`src/sv/rhb_pkg.sv`:
```
// ----------------------------------------------------------------------------
// rhb_pkg
// shared widths, codes and controller/datapath interface types
// ----------------------------------------------------------------------------
package rhb_pkg;

    localparam int KIND_W     = 2;
    localparam int SAMPLE_W   = 32;
    localparam int ROW_W      = 32;
    localparam int COL_W      = 7;
    localparam int CNT_W      = 32;
    localparam int STAT_W     = 2;
    localparam int SHIFT_W    = 64;
    localparam int MODE_W     = 2;
    localparam int CFG_IDX_W  = 3;
    localparam int CFG_DATA_W = 32;
    localparam int OUT_DATA_W = 72;
    localparam int OUT_PAD_W  = OUT_DATA_W - ROW_W - COL_W - CNT_W;

    // remainder bits resolved per cycle in the modulo unit
    localparam int MOD_RADIX_BITS = 4;

    localparam logic [KIND_W-1:0] KIND_VALUE    = 2'd0;
    localparam logic [KIND_W-1:0] KIND_ROW_END  = 2'd1;
    localparam logic [KIND_W-1:0] KIND_FILE_END = 2'd2;

    localparam logic [MODE_W-1:0] MODE_REJECT = 2'd0;
    localparam logic [MODE_W-1:0] MODE_MODULO = 2'd1;
    localparam logic [MODE_W-1:0] MODE_CLAMP  = 2'd2;

    localparam logic [STAT_W-1:0] STATUS_OK   = 2'd0;
    localparam logic [STAT_W-1:0] STATUS_LOW  = 2'd1;
    localparam logic [STAT_W-1:0] STATUS_HIGH = 2'd2;

    localparam logic [CFG_IDX_W-1:0] REG_NUM_BINS    = 3'd0;
    localparam logic [CFG_IDX_W-1:0] REG_BIN_OFFSET  = 3'd1;
    localparam logic [CFG_IDX_W-1:0] REG_INCREMENT   = 3'd2;
    localparam logic [CFG_IDX_W-1:0] REG_REDUCE_MODE = 3'd3;
    localparam logic [CFG_IDX_W-1:0] REG_EMIT_DIM    = 3'd4;

    localparam logic [COL_W-1:0]      NUM_BINS_RESET = 7'd64;
    localparam logic [SAMPLE_W-1:0]   OFFSET_RESET   = 32'd1;

    localparam logic [2:0] ADDR_K    = 3'd0;
    localparam logic [2:0] ADDR_LOW  = 3'd1;
    localparam logic [2:0] ADDR_HIGH = 3'd2;
    localparam logic [2:0] ADDR_MOD  = 3'd3;
    localparam logic [2:0] ADDR_WALK = 3'd4;

    localparam logic [1:0] OUT_BIN    = 2'd0;
    localparam logic [1:0] OUT_REJECT = 2'd1;
    localparam logic [1:0] OUT_DIM    = 2'd2;

    typedef struct packed {
        logic       load_k;
        logic       addr_load;
        logic [2:0] addr_sel;
        logic       ram_rd;
        logic       ram_wr;
        logic       shift_step;
        logic       mod_start;
        logic       walk_clear;
        logic       walk_step;
        logic       row_end;
        logic       out_load;
        logic [1:0] out_sel;
    } rhb_cmd_t;

    typedef struct packed {
        logic              k_in_range;
        logic              k_neg;
        logic [MODE_W-1:0] mode;
        logic              emit_dim;
        logic              mod_done;
        logic              walk_done;
        logic              walk_hit;
        logic              out_free;
    } rhb_status_t;

endpackage

```
`src/sv/rhb_ram.sv`:
```
// ----------------------------------------------------------------------------
// rhb_ram
// generic single write port ram with registered read
// ----------------------------------------------------------------------------
module rhb_ram #(
    parameter int WIDTH = 32,
    parameter int DEPTH = 64
) (
    input  logic                     aclk,
    input  logic                     wr_en,
    input  logic [$clog2(DEPTH)-1:0] wr_addr,
    input  logic [WIDTH-1:0]         wr_data,
    input  logic                     rd_en,
    input  logic [$clog2(DEPTH)-1:0] rd_addr,
    output logic [WIDTH-1:0]         rd_data
);

    logic [WIDTH-1:0] mem_reg [DEPTH];
    logic [WIDTH-1:0] rd_data_reg;

    always_ff @(posedge aclk) begin
        if (wr_en) begin
            mem_reg[wr_addr] <= wr_data;
        end
        if (rd_en) begin
            rd_data_reg <= mem_reg[rd_addr];
        end
    end

    assign rd_data = rd_data_reg;

endmodule

```
`src/sv/rhb_mod.sv`:
```
// ----------------------------------------------------------------------------
// rhb_mod
// iterative remainder of a 64-bit magnitude by the bin count
// ----------------------------------------------------------------------------
module rhb_mod import rhb_pkg::*; (
    input  logic               aclk,
    input  logic               aresetn,
    input  logic               start,
    input  logic [SHIFT_W-1:0] dividend,
    input  logic [COL_W-1:0]   divisor,
    output logic               done,
    output logic [COL_W-1:0]   remainder
);

    localparam int STEPS   = SHIFT_W / MOD_RADIX_BITS;
    localparam int STEP_CW = $clog2(STEPS);

    logic [SHIFT_W-1:0] dvd_reg, dvd_next;
    logic [COL_W-1:0]   rem_reg, rem_next;
    logic [STEP_CW-1:0] cnt_reg;
    logic               busy_reg;
    logic               done_reg;

    always_comb begin
        logic [COL_W:0] trial;
        rem_next = rem_reg;
        dvd_next = dvd_reg;
        trial    = '0;
        for (int i = 0; i < MOD_RADIX_BITS; i++) begin
            trial = {rem_next, dvd_next[SHIFT_W-1]};
            if (trial >= {1'b0, divisor}) begin
                trial = trial - {1'b0, divisor};
            end
            rem_next = trial[COL_W-1:0];
            dvd_next = {dvd_next[SHIFT_W-2:0], 1'b0};
        end
    end

    always_ff @(posedge aclk) begin
        if (!aresetn) begin
            busy_reg <= 1'b0;
            done_reg <= 1'b0;
            cnt_reg  <= '0;
        end else begin
            done_reg <= 1'b0;
            if (start) begin
                busy_reg <= 1'b1;
                cnt_reg  <= '0;
            end else if (busy_reg) begin
                cnt_reg <= cnt_reg + STEP_CW'(1);
                if (cnt_reg == STEP_CW'(STEPS - 1)) begin
                    busy_reg <= 1'b0;
                    done_reg <= 1'b1;
                end
            end
        end
    end

    always_ff @(posedge aclk) begin
        if (start) begin
            dvd_reg <= dividend;
            rem_reg <= '0;
        end else if (busy_reg) begin
            dvd_reg <= dvd_next;
            rem_reg <= rem_next;
        end
    end

    assign done      = done_reg;
    assign remainder = rem_reg;

endmodule

```
`src/sv/rhb_ctrl.sv`:
```
// ----------------------------------------------------------------------------
// rhb_ctrl
// sequencer for sample binning, row walk and end of file
// ----------------------------------------------------------------------------
module rhb_ctrl import rhb_pkg::*; (
    input  logic              aclk,
    input  logic              aresetn,
    input  logic              s_tvalid,
    input  logic [KIND_W-1:0] s_kind,
    output logic              s_tready,
    input  rhb_status_t       status,
    output rhb_cmd_t          cmd
);

    localparam logic [2:0] S_IDLE   = 3'd0;
    localparam logic [2:0] S_CHECK  = 3'd1;
    localparam logic [2:0] S_MOD    = 3'd2;
    localparam logic [2:0] S_WRITE  = 3'd3;
    localparam logic [2:0] S_REJECT = 3'd4;
    localparam logic [2:0] S_DIM    = 3'd5;
    localparam logic [2:0] S_WALK   = 3'd6;
    localparam logic [2:0] S_EMIT   = 3'd7;

    logic [2:0] state_reg, state_next;

    always_comb begin
        cmd        = '0;
        s_tready   = 1'b0;
        state_next = state_reg;
        unique case (state_reg)
            S_IDLE: begin
                s_tready = 1'b1;
                if (s_tvalid) begin
                    unique case (s_kind)
                        KIND_VALUE: begin
                            cmd.load_k = 1'b1;
                            state_next = S_CHECK;
                        end
                        KIND_ROW_END: begin
                            cmd.walk_clear = 1'b1;
                            state_next     = S_WALK;
                        end
                        KIND_FILE_END: begin
                            state_next = status.emit_dim ? S_DIM : S_IDLE;
                        end
                        default: begin
                            state_next = S_IDLE;
                        end
                    endcase
                end
            end
            S_CHECK: begin
                if (status.k_in_range) begin
                    cmd.addr_sel  = ADDR_K;
                    cmd.ram_rd    = 1'b1;
                    cmd.addr_load = 1'b1;
                    state_next    = S_WRITE;
                end else begin
                    unique case (status.mode)
                        MODE_MODULO: begin
                            cmd.mod_start = 1'b1;
                            state_next    = S_MOD;
                        end
                        MODE_CLAMP: begin
                            cmd.addr_sel  = status.k_neg ? ADDR_LOW : ADDR_HIGH;
                            cmd.ram_rd    = 1'b1;
                            cmd.addr_load = 1'b1;
                            state_next    = S_WRITE;
                        end
                        default: begin
                            state_next = S_REJECT;
                        end
                    endcase
                end
            end
            S_MOD: begin
                if (status.mod_done) begin
                    cmd.addr_sel  = ADDR_MOD;
                    cmd.ram_rd    = 1'b1;
                    cmd.addr_load = 1'b1;
                    state_next    = S_WRITE;
                end
            end
            S_WRITE: begin
                cmd.ram_wr     = 1'b1;
                cmd.shift_step = 1'b1;
                state_next     = S_IDLE;
            end
            S_REJECT: begin
                if (status.out_free) begin
                    cmd.out_sel  = OUT_REJECT;
                    cmd.out_load = 1'b1;
                    state_next   = S_IDLE;
                end
            end
            S_DIM: begin
                if (status.out_free) begin
                    cmd.out_sel  = OUT_DIM;
                    cmd.out_load = 1'b1;
                    state_next   = S_IDLE;
                end
            end
            S_WALK: begin
                if (status.walk_done) begin
                    cmd.row_end = 1'b1;
                    state_next  = S_IDLE;
                end else if (status.walk_hit) begin
                    cmd.addr_sel = ADDR_WALK;
                    cmd.ram_rd   = 1'b1;
                    state_next   = S_EMIT;
                end else begin
                    cmd.walk_step = 1'b1;
                end
            end
            S_EMIT: begin
                if (status.out_free) begin
                    cmd.out_sel   = OUT_BIN;
                    cmd.out_load  = 1'b1;
                    cmd.walk_step = 1'b1;
                    state_next    = S_WALK;
                end
            end
        endcase
    end

    always_ff @(posedge aclk) begin
        if (!aresetn) begin
            state_reg <= S_IDLE;
        end else begin
            state_reg <= state_next;
        end
    end

endmodule

```
`src/sv/rhb_dp.sv`:
```
// ----------------------------------------------------------------------------
// rhb_dp
// settings, running shift, bin store with valid flags and result register
// ----------------------------------------------------------------------------
module rhb_dp import rhb_pkg::*; #(
    parameter int MAX_BINS = 64
) (
    input  logic                  aclk,
    input  logic                  aresetn,
    input  logic                  cfg_wr_en,
    input  logic [CFG_IDX_W-1:0]  cfg_wr_index,
    input  logic [CFG_DATA_W-1:0] cfg_wr_data,
    input  logic [SAMPLE_W-1:0]   s_sample,
    input  rhb_cmd_t              cmd,
    output rhb_status_t           status,
    input  logic                  m_tready,
    output logic                  m_tvalid,
    output logic [ROW_W-1:0]      m_row_number,
    output logic [COL_W-1:0]      m_column,
    output logic [CNT_W-1:0]      m_count,
    output logic [STAT_W-1:0]     m_status,
    output logic                  m_last
);

    localparam int AW = $clog2(MAX_BINS);
    localparam logic [COL_W-1:0] MAX_N = COL_W'(MAX_BINS);

    // settings
    logic [COL_W-1:0]    num_bins_reg;
    logic [SAMPLE_W-1:0] offset_reg;
    logic [SAMPLE_W-1:0] incr_reg;
    logic [MODE_W-1:0]   mode_reg;
    logic                emit_dim_reg;

    // running state
    logic [SHIFT_W-1:0]  shift_reg;
    logic [ROW_W-1:0]    rows_seen_reg;
    logic [SHIFT_W-1:0]  k_reg;
    logic [AW-1:0]       addr_reg;
    logic [MAX_BINS-1:0] valid_reg;
    logic [COL_W-1:0]    walk_reg;

    // result register
    logic                out_valid_reg;
    logic [ROW_W-1:0]    out_row_reg;
    logic [COL_W-1:0]    out_col_reg;
    logic [CNT_W-1:0]    out_cnt_reg;
    logic [STAT_W-1:0]   out_stat_reg;
    logic                out_last_reg;

    logic [COL_W-1:0]    n_eff;
    logic                k_neg;
    logic                k_in_range;
    logic [SHIFT_W-1:0]  k_mag;
    logic                mod_done;
    logic [COL_W-1:0]    mod_rem;
    logic [COL_W-1:0]    hi_idx;
    logic [COL_W-1:0]    mod_idx;
    logic [AW-1:0]       addr_mux;
    logic [CNT_W-1:0]    ram_rdata;
    logic [CNT_W-1:0]    old_cnt;
    logic [CNT_W-1:0]    new_cnt;
    logic [ROW_W-1:0]    row1;
    logic [MAX_BINS-1:0] later_mask;
    logic                walk_last;
    logic                out_free;
    logic [SHIFT_W-1:0]  offset_shift;
    logic [SHIFT_W-1:0]  cfg_shift;
    logic [SHIFT_W-1:0]  incr_ext;
    logic [SHIFT_W-1:0]  sample_ext;

    assign n_eff = (num_bins_reg == '0) ? COL_W'(1) :
                   (num_bins_reg > MAX_N) ? MAX_N : num_bins_reg;

    assign sample_ext   = {{(SHIFT_W-SAMPLE_W){s_sample[SAMPLE_W-1]}}, s_sample};
    assign incr_ext     = {{(SHIFT_W-SAMPLE_W){incr_reg[SAMPLE_W-1]}}, incr_reg};
    assign offset_shift = '0 - {{(SHIFT_W-SAMPLE_W){offset_reg[SAMPLE_W-1]}}, offset_reg};
    assign cfg_shift    = '0 - {{(SHIFT_W-SAMPLE_W){cfg_wr_data[SAMPLE_W-1]}},
                                cfg_wr_data[SAMPLE_W-1:0]};

    assign k_neg      = k_reg[SHIFT_W-1];
    assign k_in_range = ~|k_reg[SHIFT_W-1:COL_W] && (k_reg[COL_W-1:0] < n_eff);
    assign k_mag      = k_neg ? ('0 - k_reg) : k_reg;

    rhb_mod u_mod (
        .aclk      (aclk),
        .aresetn   (aresetn),
        .start     (cmd.mod_start),
        .dividend  (k_mag),
        .divisor   (n_eff),
        .done      (mod_done),
        .remainder (mod_rem)
    );

    // true modulo of a negative index folds back from the top
    assign hi_idx  = n_eff - COL_W'(1);
    assign mod_idx = !k_neg ? mod_rem :
                     (mod_rem == '0) ? '0 : n_eff - mod_rem;

    always_comb begin
        unique case (cmd.addr_sel)
            ADDR_K:    addr_mux = k_reg[AW-1:0];
            ADDR_LOW:  addr_mux = '0;
            ADDR_HIGH: addr_mux = hi_idx[AW-1:0];
            ADDR_MOD:  addr_mux = mod_idx[AW-1:0];
            ADDR_WALK: addr_mux = walk_reg[AW-1:0];
            default:   addr_mux = '0;
        endcase
    end

    assign old_cnt = valid_reg[addr_reg] ? ram_rdata : '0;
    assign new_cnt = (&old_cnt) ? old_cnt : old_cnt + CNT_W'(1);

    rhb_ram #(
        .WIDTH (CNT_W),
        .DEPTH (MAX_BINS)
    ) u_bins (
        .aclk    (aclk),
        .wr_en   (cmd.ram_wr),
        .wr_addr (addr_reg),
        .wr_data (new_cnt),
        .rd_en   (cmd.ram_rd),
        .rd_addr (addr_mux),
        .rd_data (ram_rdata)
    );

    always_comb begin
        for (int i = 0; i < MAX_BINS; i++) begin
            later_mask[i] = (COL_W'(i) > walk_reg) && (COL_W'(i) < n_eff);
        end
    end

    assign walk_last = ~|(valid_reg & later_mask);
    assign row1      = rows_seen_reg + ROW_W'(1);
    assign out_free  = !out_valid_reg || m_tready;

    always_comb begin
        status            = '0;
        status.k_in_range = k_in_range;
        status.k_neg      = k_neg;
        status.mode       = mode_reg;
        status.emit_dim   = emit_dim_reg;
        status.mod_done   = mod_done;
        status.walk_done  = walk_reg >= n_eff;
        status.walk_hit   = valid_reg[walk_reg[AW-1:0]];
        status.out_free   = out_free;
    end

    always_ff @(posedge aclk) begin
        if (!aresetn) begin
            num_bins_reg <= NUM_BINS_RESET;
            offset_reg   <= OFFSET_RESET;
            incr_reg     <= '0;
            mode_reg     <= MODE_REJECT;
            emit_dim_reg <= 1'b0;
        end else if (cfg_wr_en) begin
            unique case (cfg_wr_index)
                REG_NUM_BINS:    num_bins_reg <= cfg_wr_data[COL_W-1:0];
                REG_BIN_OFFSET:  offset_reg   <= cfg_wr_data[SAMPLE_W-1:0];
                REG_INCREMENT:   incr_reg     <= cfg_wr_data[SAMPLE_W-1:0];
                REG_REDUCE_MODE: mode_reg     <= cfg_wr_data[MODE_W-1:0];
                REG_EMIT_DIM:    emit_dim_reg <= cfg_wr_data[0];
                default: begin
                end
            endcase
        end
    end

    always_ff @(posedge aclk) begin
        if (!aresetn) begin
            shift_reg     <= '0 - {{(SHIFT_W-SAMPLE_W){OFFSET_RESET[SAMPLE_W-1]}},
                                   OFFSET_RESET};
            rows_seen_reg <= '0;
            valid_reg     <= '0;
            walk_reg      <= '0;
        end else begin
            if (cfg_wr_en && cfg_wr_index == REG_BIN_OFFSET) begin
                shift_reg <= cfg_shift;
            end else if (cmd.row_end) begin
                shift_reg <= offset_shift;
            end else if (cmd.shift_step) begin
                shift_reg <= shift_reg + incr_ext;
            end
            if (cmd.row_end) begin
                rows_seen_reg <= row1;
                valid_reg     <= '0;
            end else if (cmd.ram_wr) begin
                valid_reg[addr_reg] <= 1'b1;
            end
            if (cmd.walk_clear) begin
                walk_reg <= '0;
            end else if (cmd.walk_step) begin
                walk_reg <= walk_reg + COL_W'(1);
            end
        end
    end

    always_ff @(posedge aclk) begin
        if (cmd.load_k) begin
            k_reg <= sample_ext + shift_reg;
        end
        if (cmd.addr_load) begin
            addr_reg <= addr_mux;
        end
    end

    always_ff @(posedge aclk) begin
        if (!aresetn) begin
            out_valid_reg <= 1'b0;
        end else if (cmd.out_load) begin
            out_valid_reg <= 1'b1;
        end else if (m_tready) begin
            out_valid_reg <= 1'b0;
        end
    end

    always_ff @(posedge aclk) begin
        if (cmd.out_load) begin
            unique case (cmd.out_sel)
                OUT_BIN: begin
                    out_row_reg  <= row1;
                    out_col_reg  <= walk_reg + COL_W'(1);
                    out_cnt_reg  <= ram_rdata;
                    out_stat_reg <= STATUS_OK;
                    out_last_reg <= walk_last;
                end
                OUT_REJECT: begin
                    out_row_reg  <= row1;
                    out_col_reg  <= '0;
                    out_cnt_reg  <= '0;
                    out_stat_reg <= k_neg ? STATUS_LOW : STATUS_HIGH;
                    out_last_reg <= 1'b1;
                end
                OUT_DIM: begin
                    out_row_reg  <= rows_seen_reg;
                    out_col_reg  <= n_eff;
                    out_cnt_reg  <= '0;
                    out_stat_reg <= STATUS_OK;
                    out_last_reg <= 1'b1;
                end
                default: begin
                    out_row_reg  <= '0;
                    out_col_reg  <= '0;
                    out_cnt_reg  <= '0;
                    out_stat_reg <= STATUS_OK;
                    out_last_reg <= 1'b1;
                end
            endcase
        end
    end

    assign m_tvalid     = out_valid_reg;
    assign m_row_number = out_row_reg;
    assign m_column     = out_col_reg;
    assign m_count      = out_cnt_reg;
    assign m_status     = out_stat_reg;
    assign m_last       = out_last_reg;

`ifndef ASSERT_OFF
    a_wr_in_range: assert property (@(posedge aclk) disable iff (!aresetn)
        cmd.ram_wr |-> (COL_W'(addr_reg) < n_eff))
        else $error("bin write beyond bins in use");

    a_load_when_free: assert property (@(posedge aclk) disable iff (!aresetn)
        cmd.out_load |-> (!out_valid_reg || m_tready))
        else $error("result register overwritten");

    a_row_end_clears: assert property (@(posedge aclk) disable iff (!aresetn)
        cmd.row_end |=> (valid_reg == '0))
        else $error("bins not cleared at end of row");

    a_bin_from_written: assert property (@(posedge aclk) disable iff (!aresetn)
        (cmd.out_load && cmd.out_sel == OUT_BIN) |-> (valid_reg[walk_reg[AW-1:0]]
            && walk_reg < n_eff))
        else $error("bin result from an empty bin");
`endif

endmodule

```
`src/sv/row_histogram_binner.sv`:
```
// ----------------------------------------------------------------------------
// row_histogram_binner
// item: in-range or clamped is loaded, checked, written to its bin; rejected is
//   loaded, checked, reported; modulo adds 16 passes of 4 bits over 64 bits
// end of row: walks each bin in use, emitting a result for every nonzero bin
// one item in flight at a time; results wait in an output register
// reset: synchronous active low; bins start empty through per-bin valid flags,
//   so no clearing pass is needed after reset or at end of row
// ----------------------------------------------------------------------------
module row_histogram_binner import rhb_pkg::*; #(
    parameter int MAX_BINS = 64
) (
    input  logic                  aclk,
    input  logic                  aresetn,
    input  logic                  cfg_wr_en,
    input  logic [CFG_IDX_W-1:0]  cfg_wr_index,
    input  logic [CFG_DATA_W-1:0] cfg_wr_data,
    input  logic                  s_tvalid,
    output logic                  s_tready,
    input  logic [SAMPLE_W-1:0]   s_tdata,   // sample
    input  logic [KIND_W-1:0]     s_tuser,   // kind
    output logic                  m_tvalid,
    input  logic                  m_tready,
    output logic [OUT_DATA_W-1:0] m_tdata,   // row_number, column, count, zero pad
    output logic [STAT_W-1:0]     m_tuser,   // status
    output logic                  m_tlast
);

    rhb_cmd_t         cmd;
    rhb_status_t      status;
    logic [ROW_W-1:0] row_number;
    logic [COL_W-1:0] column;
    logic [CNT_W-1:0] count;

    rhb_ctrl u_ctrl (
        .aclk     (aclk),
        .aresetn  (aresetn),
        .s_tvalid (s_tvalid),
        .s_kind   (s_tuser),
        .s_tready (s_tready),
        .status   (status),
        .cmd      (cmd)
    );

    rhb_dp #(
        .MAX_BINS (MAX_BINS)
    ) u_dp (
        .aclk         (aclk),
        .aresetn      (aresetn),
        .cfg_wr_en    (cfg_wr_en),
        .cfg_wr_index (cfg_wr_index),
        .cfg_wr_data  (cfg_wr_data),
        .s_sample     (s_tdata),
        .cmd          (cmd),
        .status       (status),
        .m_tready     (m_tready),
        .m_tvalid     (m_tvalid),
        .m_row_number (row_number),
        .m_column     (column),
        .m_count      (count),
        .m_status     (m_tuser),
        .m_last       (m_tlast)
    );

    assign m_tdata = {{OUT_PAD_W{1'b0}}, count, column, row_number};

endmodule
```
`config.mk`:
```
export PLATFORM = sky130hd
export DESIGN_NAME = row_histogram_binner
export DESIGN_NICKNAME = d
export VERILOG_FILES = /design/src/sv/rhb_pkg.sv /design/src/sv/rhb_ram.sv /design/src/sv/rhb_mod.sv /design/src/sv/rhb_ctrl.sv /design/src/sv/rhb_dp.sv /design/src/sv/row_histogram_binner.sv
export SDC_FILE = /design/constraint.sdc
export NUM_CORES = 2
export LEC_CHECK = 0
export BUFFER_PORTS_ARGS = -buffer_cell sky130_fd_sc_hd__buf_2
export CELL_PAD_IN_SITES_DETAIL_PLACEMENT = 0
export CELL_PAD_IN_SITES_GLOBAL_PLACEMENT = 1
export CORE_ASPECT_RATIO = 0.75
export CORE_UTILIZATION = 53
export DETAILED_ROUTE_END_ITERATION = 10
export PLACE_DENSITY_LB_ADDON = 0.3
export SYNTH_ARGS = -nofsm -noshare
export SYNTH_HDL_FRONTEND = slang
export SYNTH_SLANG_ARGS = --single-unit
```
`constraint.sdc`:
```
create_clock -name aclk -period 10.91 [get_ports aclk]
set_input_delay 2.182 -clock aclk [delete_from_list [all_inputs] [get_ports aclk]]
set_output_delay 2.182 -clock aclk [all_outputs]
set_load 0.01 [all_outputs]
```
## Yosys cells after proc, flatten, opt, wreduce, memory -nomap -nowiden

Memories as Yosys holds them, arrays and structs flattened. A register that Yosys moved wholly into a read port is not among the register bits.
Cells that the tools add are included.

| storage, ports and cells | value |
|---|---|
| flip-flop bits (word level) | 466 |
| bits in writable memories | 2048 |
| input port bits | 74 |
| logic and storage cells | 377 |
| memories | 1 |

Memory list:

| memory | words | width | rd ports | clocked after memory_dff | wr ports | line | RTL |
|---|---|---|---|---|---|---|---|
| u_dp.u_bins.mem_reg | 64 | 32 | 1 | 1 | 1 | rhb_ram.sv:18 | `logic [WIDTH-1:0] mem_reg [DEPTH];` |

| cells by class | value |
|---|---|
| add/subtract/negate cells | 15 |
| $lt $le $gt $ge | 138 |
| equal/unequal tests | 26 |
| mux-type cells | 74 |
| bitwise gates (word level) | 4 |
| reduce and logical (&&, ||, !) cells | 96 |

Operators with widths:

| kind | number |
|---|---|
| $mux W64 | 6 |
| $gt A6 B7 Y1 const A | 32 |
| $lt A6 B7 Y1 const A | 32 |
| $add A64 B64 Y64 | 2 |
| $gt A5 B7 Y1 const A | 16 |
| $lt A5 B7 Y1 const A | 16 |
| $logic_and A1 B1 Y1 | 67 |
| $sub A1 B32 Y33 const A | 2 |
| $add A32 B1 Y32 const B | 2 |
| $and A64 B64 Y64 | 1 |
| $mux W32 | 2 |
| $or A64 B64 Y64 | 1 |
| $pmux W32 S2 | 1 |
| $reduce_or A64 Y1 | 1 |
| $sub A1 B64 Y64 const A | 1 |
| $reduce_or A57 Y1 | 1 |
| $gt A4 B7 Y1 const A | 8 |
| $lt A4 B7 Y1 const A | 8 |
| $mux W7 | 6 |
| $mux W3 | 11 |
| $ge A8 B7 Y1 | 4 |
| $reduce_and A32 Y1 | 1 |
| $gt A3 B7 Y1 const A | 4 |
| $lt A3 B7 Y1 const A | 4 |
| other kinds (49) | 124 |

## Logic depth before layout (Yosys ltp)

| logic depth | value |
|---|---|
| word-level depth | 11 |
| depth in mapped cells | 42 |
| mapped depth without buffers | 41 |

## By module

Synthesis repeated with hierarchy kept, for this count alone.

| unflattened totals | value |
|---|---|
| cells, all modules | 7374 |
| area total of the unflattened synthesis | 112708.1 µm² |

Modules (own cells, without submodules):

| module | times used | cells each | area an instance (µm²) |
|---|---|---|---|
| rhb_ram | 1 | 3323 | 78828.1 |
| rhb_dp | 1 | 3575 | 28603.7 |
| rhb_mod | 1 | 401 | 4760.8 |
| rhb_ctrl | 1 | 73 | 504.2 |
| row_histogram_binner | 1 | 2 | 11.3 |

## Worst setup path after synthesis

Ideal clock, no wire load.

| timing path | value |
|---|---|
| path type | register to register |
| from | register u_dp.num_bins_reg[6] |
| to | register u_dp.u_mod.rem_reg[0] (netlist: u_dp.u_mod.remainder[0]) |
| library setup time | 0.070 ns |
| arrival time | 9.071 ns |
| data required time | 10.840 ns |
| path slack | 1.769 ns |
| stages on the path, launching flop included | 38 |
| buffers on the path | 1 |
| path through | dfxtp_1 nor4_1 nand2_1 o21ai_0 ha_1 inv_1 fa_1 a21o_1 a21oi_1 o21ai_0 a21o_1 a21oi_1 mux2_2 ha_1 nor2b_1 o21ai_0 a21oi_1 o21a_1 (+2 left out) clkbuf_1 mux2i_1 ha_1 nor2b_1 o21ai_0 a21boi_0 o21ai_0 o211ai_1 a21o_1 a211oi_2 mux2_2 ha_1 nand4_1 nor2_1 a2111oi_0 nand2_1 mux2_2 a21oi_1 |

| on the way | value |
|---|---|
| longest elaborated chain between the ends | 11 |

Ends and longest elaborated chain:

| item | line | RTL |
|---|---|---|
| from (decl) | rhb_dp.sv:29 | `logic [COL_W-1:0] num_bins_reg;` |
| from (signal assigned) | rhb_dp.sv:158 | `REG_NUM_BINS: num_bins_reg <= cfg_wr_data[COL_W-1:0];` |
| $gt A7 B7 Y1 | rhb_dp.sv:73 | `(num_bins_reg > MAX_N) ? MAX_N : num_bins_reg;` |
| $mux W7 | rhb_dp.sv:73 |  |
| $mux W7 (*) | rhb_dp.sv:72 | `assign n_eff = (num_bins_reg == '0) ? COL_W'(1) :` |
| $sub A7 B7 Y7 or $ge A8 B7 Y1 (tied branches) | rhb_mod.sv:32, rhb_mod.sv:31 |  |
| $mux W7 | rhb_mod.sv:31 | `if (trial >= {1'b0, divisor}) begin` |
| $sub A7 B7 Y7 or $ge A8 B7 Y1 (tied branches) | rhb_mod.sv:32, rhb_mod.sv:31 |  |
| $mux W7 | rhb_mod.sv:31 |  |
| $sub A7 B7 Y7 or $ge A8 B7 Y1 (tied branches) | rhb_mod.sv:32, rhb_mod.sv:31 |  |
| $mux W7 | rhb_mod.sv:31 |  |
| $ge A8 B7 Y1 | rhb_mod.sv:31 |  |
| $mux W7 | rhb_mod.sv:31 |  |
| to (signal assigned) | rhb_mod.sv:65 | `rem_reg <= rem_next;` |
| to (decl) | rhb_mod.sv:19 | `logic [COL_W-1:0] rem_reg, rem_next;` |

Every way passes the cells marked *; elsewhere a longest branch is shown, timed or not.
A chain may end at the register's enable or synchronous reset.

## Worst setup path after layout

| timing path | value |
|---|---|
| from | register u_dp.num_bins_reg[3] |
| to | register u_dp.u_mod.rem_reg[0] (netlist: u_dp.u_mod.remainder[0]) |

Same word-level chain as after synthesis.

==> results.txt <==
The combined area of the multi-input logic cells came out at 38200 sq um. The total overflow reported by the global router came out at 0. After filler insertion, the fill cell instance count of the layout stands at between 15000 and 20000. The maximum fanout count along the critical path came out at 13. The most common cell after layout, fill and taps aside is sky130_fd_sc_hd__edfxtp_1. Using the TritonRoute via totals, the vias-per-cell ratio works out to about 6.7. The count of flip-flops with a built-in enable after synthesis came out at 2288. CTS saw about 2500 sinks.

The total number of cells along the worst setup path is 43. The tree is rooted in a sky130_fd_sc_hd__clkbuf_16. CTS built an H-tree with a depth of 4.

The total detailed-routing wirelength is 379000 um. After detailed placement, the total cell area comes to 119000 sq um. The arrival time at the worst endpoint came out at roughly 11 ns. The violation count after the first detailed-route iteration is around 13000. For this run, the top clock speed supported by timing is 103 MHz. The largest stage delay on the critical path came out at 0.52 ns. By area the synthesized netlist is led by sky130_fd_sc_hd__edfxtp_1 60%, sky130_fd_sc_hd__dfxtp_1 4.5%, sky130_fd_sc_hd__nand2_1 4.5%.

The number of port buffers is around 150. The cell area after technology mapping came out at roughly 110000 sq um. The final instance area is 127000 sq um. The area of all sequential standard cells came out at 73900 sq um. The number of cells on the worst hold path came out at 2. The top cell family by delay on the critical path is compound AO/OA/AOI/OAI gates. Synthesis inferred 2546 register bits. The peak ir drop on the vdd network is 0.233 mV.

The number of antenna violations at the first check in global routing came to 30. The overall global routing resource usage came out at roughly 35%. The via count of the first global-routing pass is 74500. The post-cts repair resize count is 0. The ratio of cells with drive above 1 in the final layout came out at 11.5%. The number of remaining DRC errors came out at 0. The HPWL after detailed placement is 226000 um. Setup repair after global routing left no endpoint under its margin.

The leakage dissipation came out at 0.0439 uW. The shortest clock period the worst path allows after layout came out at 9.68 ns. sky130_fd_sc_hd__edfxtp_1 takes more of the synthesized area than any other cell. In the synthesized netlist the dominant register cell turns out to be sky130_fd_sc_hd__edfxtp_1.

The worst path buffer plus inverter count is 5. From bottom edge to top edge, the die measures 403 um. The cell with the most instances on the worst path is sky130_fd_sc_hd__o21ai_0. The sequential share of the synthesized area came out at 65.0%. The slew at the pin closest to its max-slew limit came out at 1.34 ns. Hold is met by approximately 0.47 ns.

The x dimension of the die is 537 um. The average routed wire per standard cell came out at between 30 and 40 um. The type of element launching the critical path is a flop. For the worst setup path, the data required time is 11.75 ns. The synthesized instance count is 8907. STA classifies the critical path endpoint as a flop. The total iterations of the first detailed-routing run came out at 6.

After synthesis, the netlist uses 90 different library cells. The final cycle utilization of the critical path is 88.7%. The area share of the largest cell type after synthesis came out at 60.4%. The largest net degree at the start of global routing came out at between 100 and 150. The initial core utilization came out at 53.6%.

The total of hold buffers inserted after clock tree synthesis is 0. TritonCTS built the clock tree. The library cells used most frequently in the layout, excluding fill and tap cells, are 2288 x sky130_fd_sc_hd__edfxtp_1, 1364 x sky130_fd_sc_hd__nand2_1, 364 x sky130_fd_sc_hd__nand3_1. The hold violation count in the final report is 0. The worst setup path is of the flop to flop kind. The final-stage net count came out at 9283. The count of standard-cell rows is 146. The number of max-capacitance violations reported came out at 0. The cell count of the worst reg-to-reg path came out at 43. For the final database, setup skew stands at 0.0793 ns. The first-pass GRT wire length is around 540000 um.

The core area came out at 212000 sq um. The flow ran to the end, and the final reports show no timing, DRC or antenna violations. The total number of vias is just over 80000. In the final timing run, aggregate negative setup slack is 0 ns. Setup violations remaining at the end of the flow were counted as 0. Of all flip-flops after synthesis, the portion carrying an async set or reset was 0%. After synthesis, the mean cell area works out to 12.8 sq um. The relative slew slack came out at 10.7%. The die covers 216000 sq um. The final number of max-transition violations is 0. The ratio of total power to cell area is about 190 nW/um^2. The I/O pin count is between 150 and 200. The post-synthesis net count is 9173. The detail route stage leaves a number of antenna-violating nets equal to 0. The count of yosys warnings during synthesis is 0. Compared with the post-synthesis result, the final layout area differs by 11.5%.

The kind of path behind the tightest hold check is flop to flop. The critical-path cell with the highest stage delay is sky130_fd_sc_hd__o21ai_0. The clock transition at the register clock pins on the worst setup and hold paths after CTS is 0.06 ns. The TritonCTS buffer count came out at around 240. The flip-flop count of the largest register after layout is 2048.

The worst-skew pair later-pin latency came out at 0.92 ns. The count of buffers added by post-CTS timing repair for setup came out at 0. The clock tree buffer depth came out at 4. Routability-driven placement finished with a final weighted congestion of around 0.9.
path summary, 6_finish.rpt:
path                                           start                      end  slack (ns)
worst min-delay path               u_dp.incr_reg[31]        u_dp.incr_reg[31]        0.47
worst max-delay path            u_dp.num_bins_reg[3]  u_dp.u_mod.remainder[0]        1.23
worst max register to register  u_dp.num_bins_reg[3]  u_dp.u_mod.remainder[0]        1.23
worst min register to register     u_dp.incr_reg[31]        u_dp.incr_reg[31]        0.47
synthesized netlist by cell type, types with 18 or more instances:
master and instances:
sky130_fd_sc_hd__o21ai_0 357, sky130_fd_sc_hd__or2_2 18, sky130_fd_sc_hd__a32oi_1 43, sky130_fd_sc_hd__edfxtp_1 2288, sky130_fd_sc_hd__o41ai_1 24, sky130_fd_sc_hd__mux4_2 119, sky130_fd_sc_hd__nand2_1 1366, sky130_fd_sc_hd__o2111ai_1 27
sky130_fd_sc_hd__a31oi_1 155, sky130_fd_sc_hd__o21a_1 92, sky130_fd_sc_hd__a211o_1 36, sky130_fd_sc_hd__xnor2_1 172, sky130_fd_sc_hd__and3_1 218, sky130_fd_sc_hd__nand3_1 366, sky130_fd_sc_hd__nor2b_1 57, sky130_fd_sc_hd__o22ai_1 20
sky130_fd_sc_hd__a2111oi_0 20, sky130_fd_sc_hd__inv_1 100, sky130_fd_sc_hd__nor3_1 81, sky130_fd_sc_hd__a21boi_0 96, sky130_fd_sc_hd__o21bai_1 18, sky130_fd_sc_hd__a311oi_1 44, sky130_fd_sc_hd__o31ai_1 43, sky130_fd_sc_hd__a22oi_1 45
sky130_fd_sc_hd__o211ai_1 45, sky130_fd_sc_hd__mux2_2 19, sky130_fd_sc_hd__a21o_1 109, sky130_fd_sc_hd__clkbuf_1 327, sky130_fd_sc_hd__or3_1 42, sky130_fd_sc_hd__and2_1 74, sky130_fd_sc_hd__nand2b_1 46, sky130_fd_sc_hd__nor4_1 41
sky130_fd_sc_hd__a211oi_1 249, sky130_fd_sc_hd__mux2i_1 257, sky130_fd_sc_hd__buf_2 103, sky130_fd_sc_hd__ha_1 185, sky130_fd_sc_hd__a221oi_1 57, sky130_fd_sc_hd__nand4_1 90, sky130_fd_sc_hd__xor2_1 161, sky130_fd_sc_hd__dfxtp_1 258
sky130_fd_sc_hd__buf_1 75, sky130_fd_sc_hd__nor2_1 384, sky130_fd_sc_hd__a21oi_1 322
cells by family (layout without fill, tap and decap cells):
kind of cell / Yosys count / count (layout) / share of synthesized area, %
DFF: 2546 / 2546 / 65.0
buffers and inverters: 631 / 940 / 2.27
and+or+nand+nor: 2857 / 2857 / 11.5
adders and majority gates: 193 / 193 / 2.17
muxes: 395 / 395 / 4.81
AOI/OAI and AO/OA: 1951 / 1951 / 11.7
other: 1 / 14 / 0.00330
xor gates and xnor gates: 333 / 333 / 2.57
through the flow:
stage	util [%]	cells	total power, uW	setup slack (ns)
after global placement	56.0	11600	15800	0.955
after floorplan	-	8907	14200	1.77
after detailed placement	56.0	11600	15700	1.23
after CTS	59.7	12000	24200	1.25
final	59.8	12000	24300	1.23
after global routing	59.7	12000	25100	0.329
metal layers:
metal / track usage (%) / share of wire [%] / vias up
li1: - / - / 34200
met1: 53.6 / 42 / 40400
met2: 46.4 / 40 / 5527
met3: 10.9 / 15 / 721
met4: 8.95 / 2.9 / 8
met5: 0 / 0.015 / -
worst min-delay path: stages, from the launching register on:
cell and delay (ns):
sky130_fd_sc_hd__dfxtp_1 0.31, sky130_fd_sc_hd__nand2_1 0.05, sky130_fd_sc_hd__a21boi_0 0.06
power by group:
part | switching (uW) | internal [uW]
Combinational | 2940 | 1810
Sequential | 177 | 10700
Clock | 3740 | 4870
area by class of cell:
cell class | instances | share of cell area, %
Antenna cell | 13 | 0.0257
Clock buffer | 313 | 5.17
Clock inverter | 131 | 1.13
Inverter | 109 | 0.339
Multi-Input combinational cell | 5730 | 30.2
Sequential cell | 2546 | 58.3
Tap cell | 2812 | 2.78
Timing Repair Buffer | 387 | 2.12
Note: power is estimated with default switching activity, not from simulation.
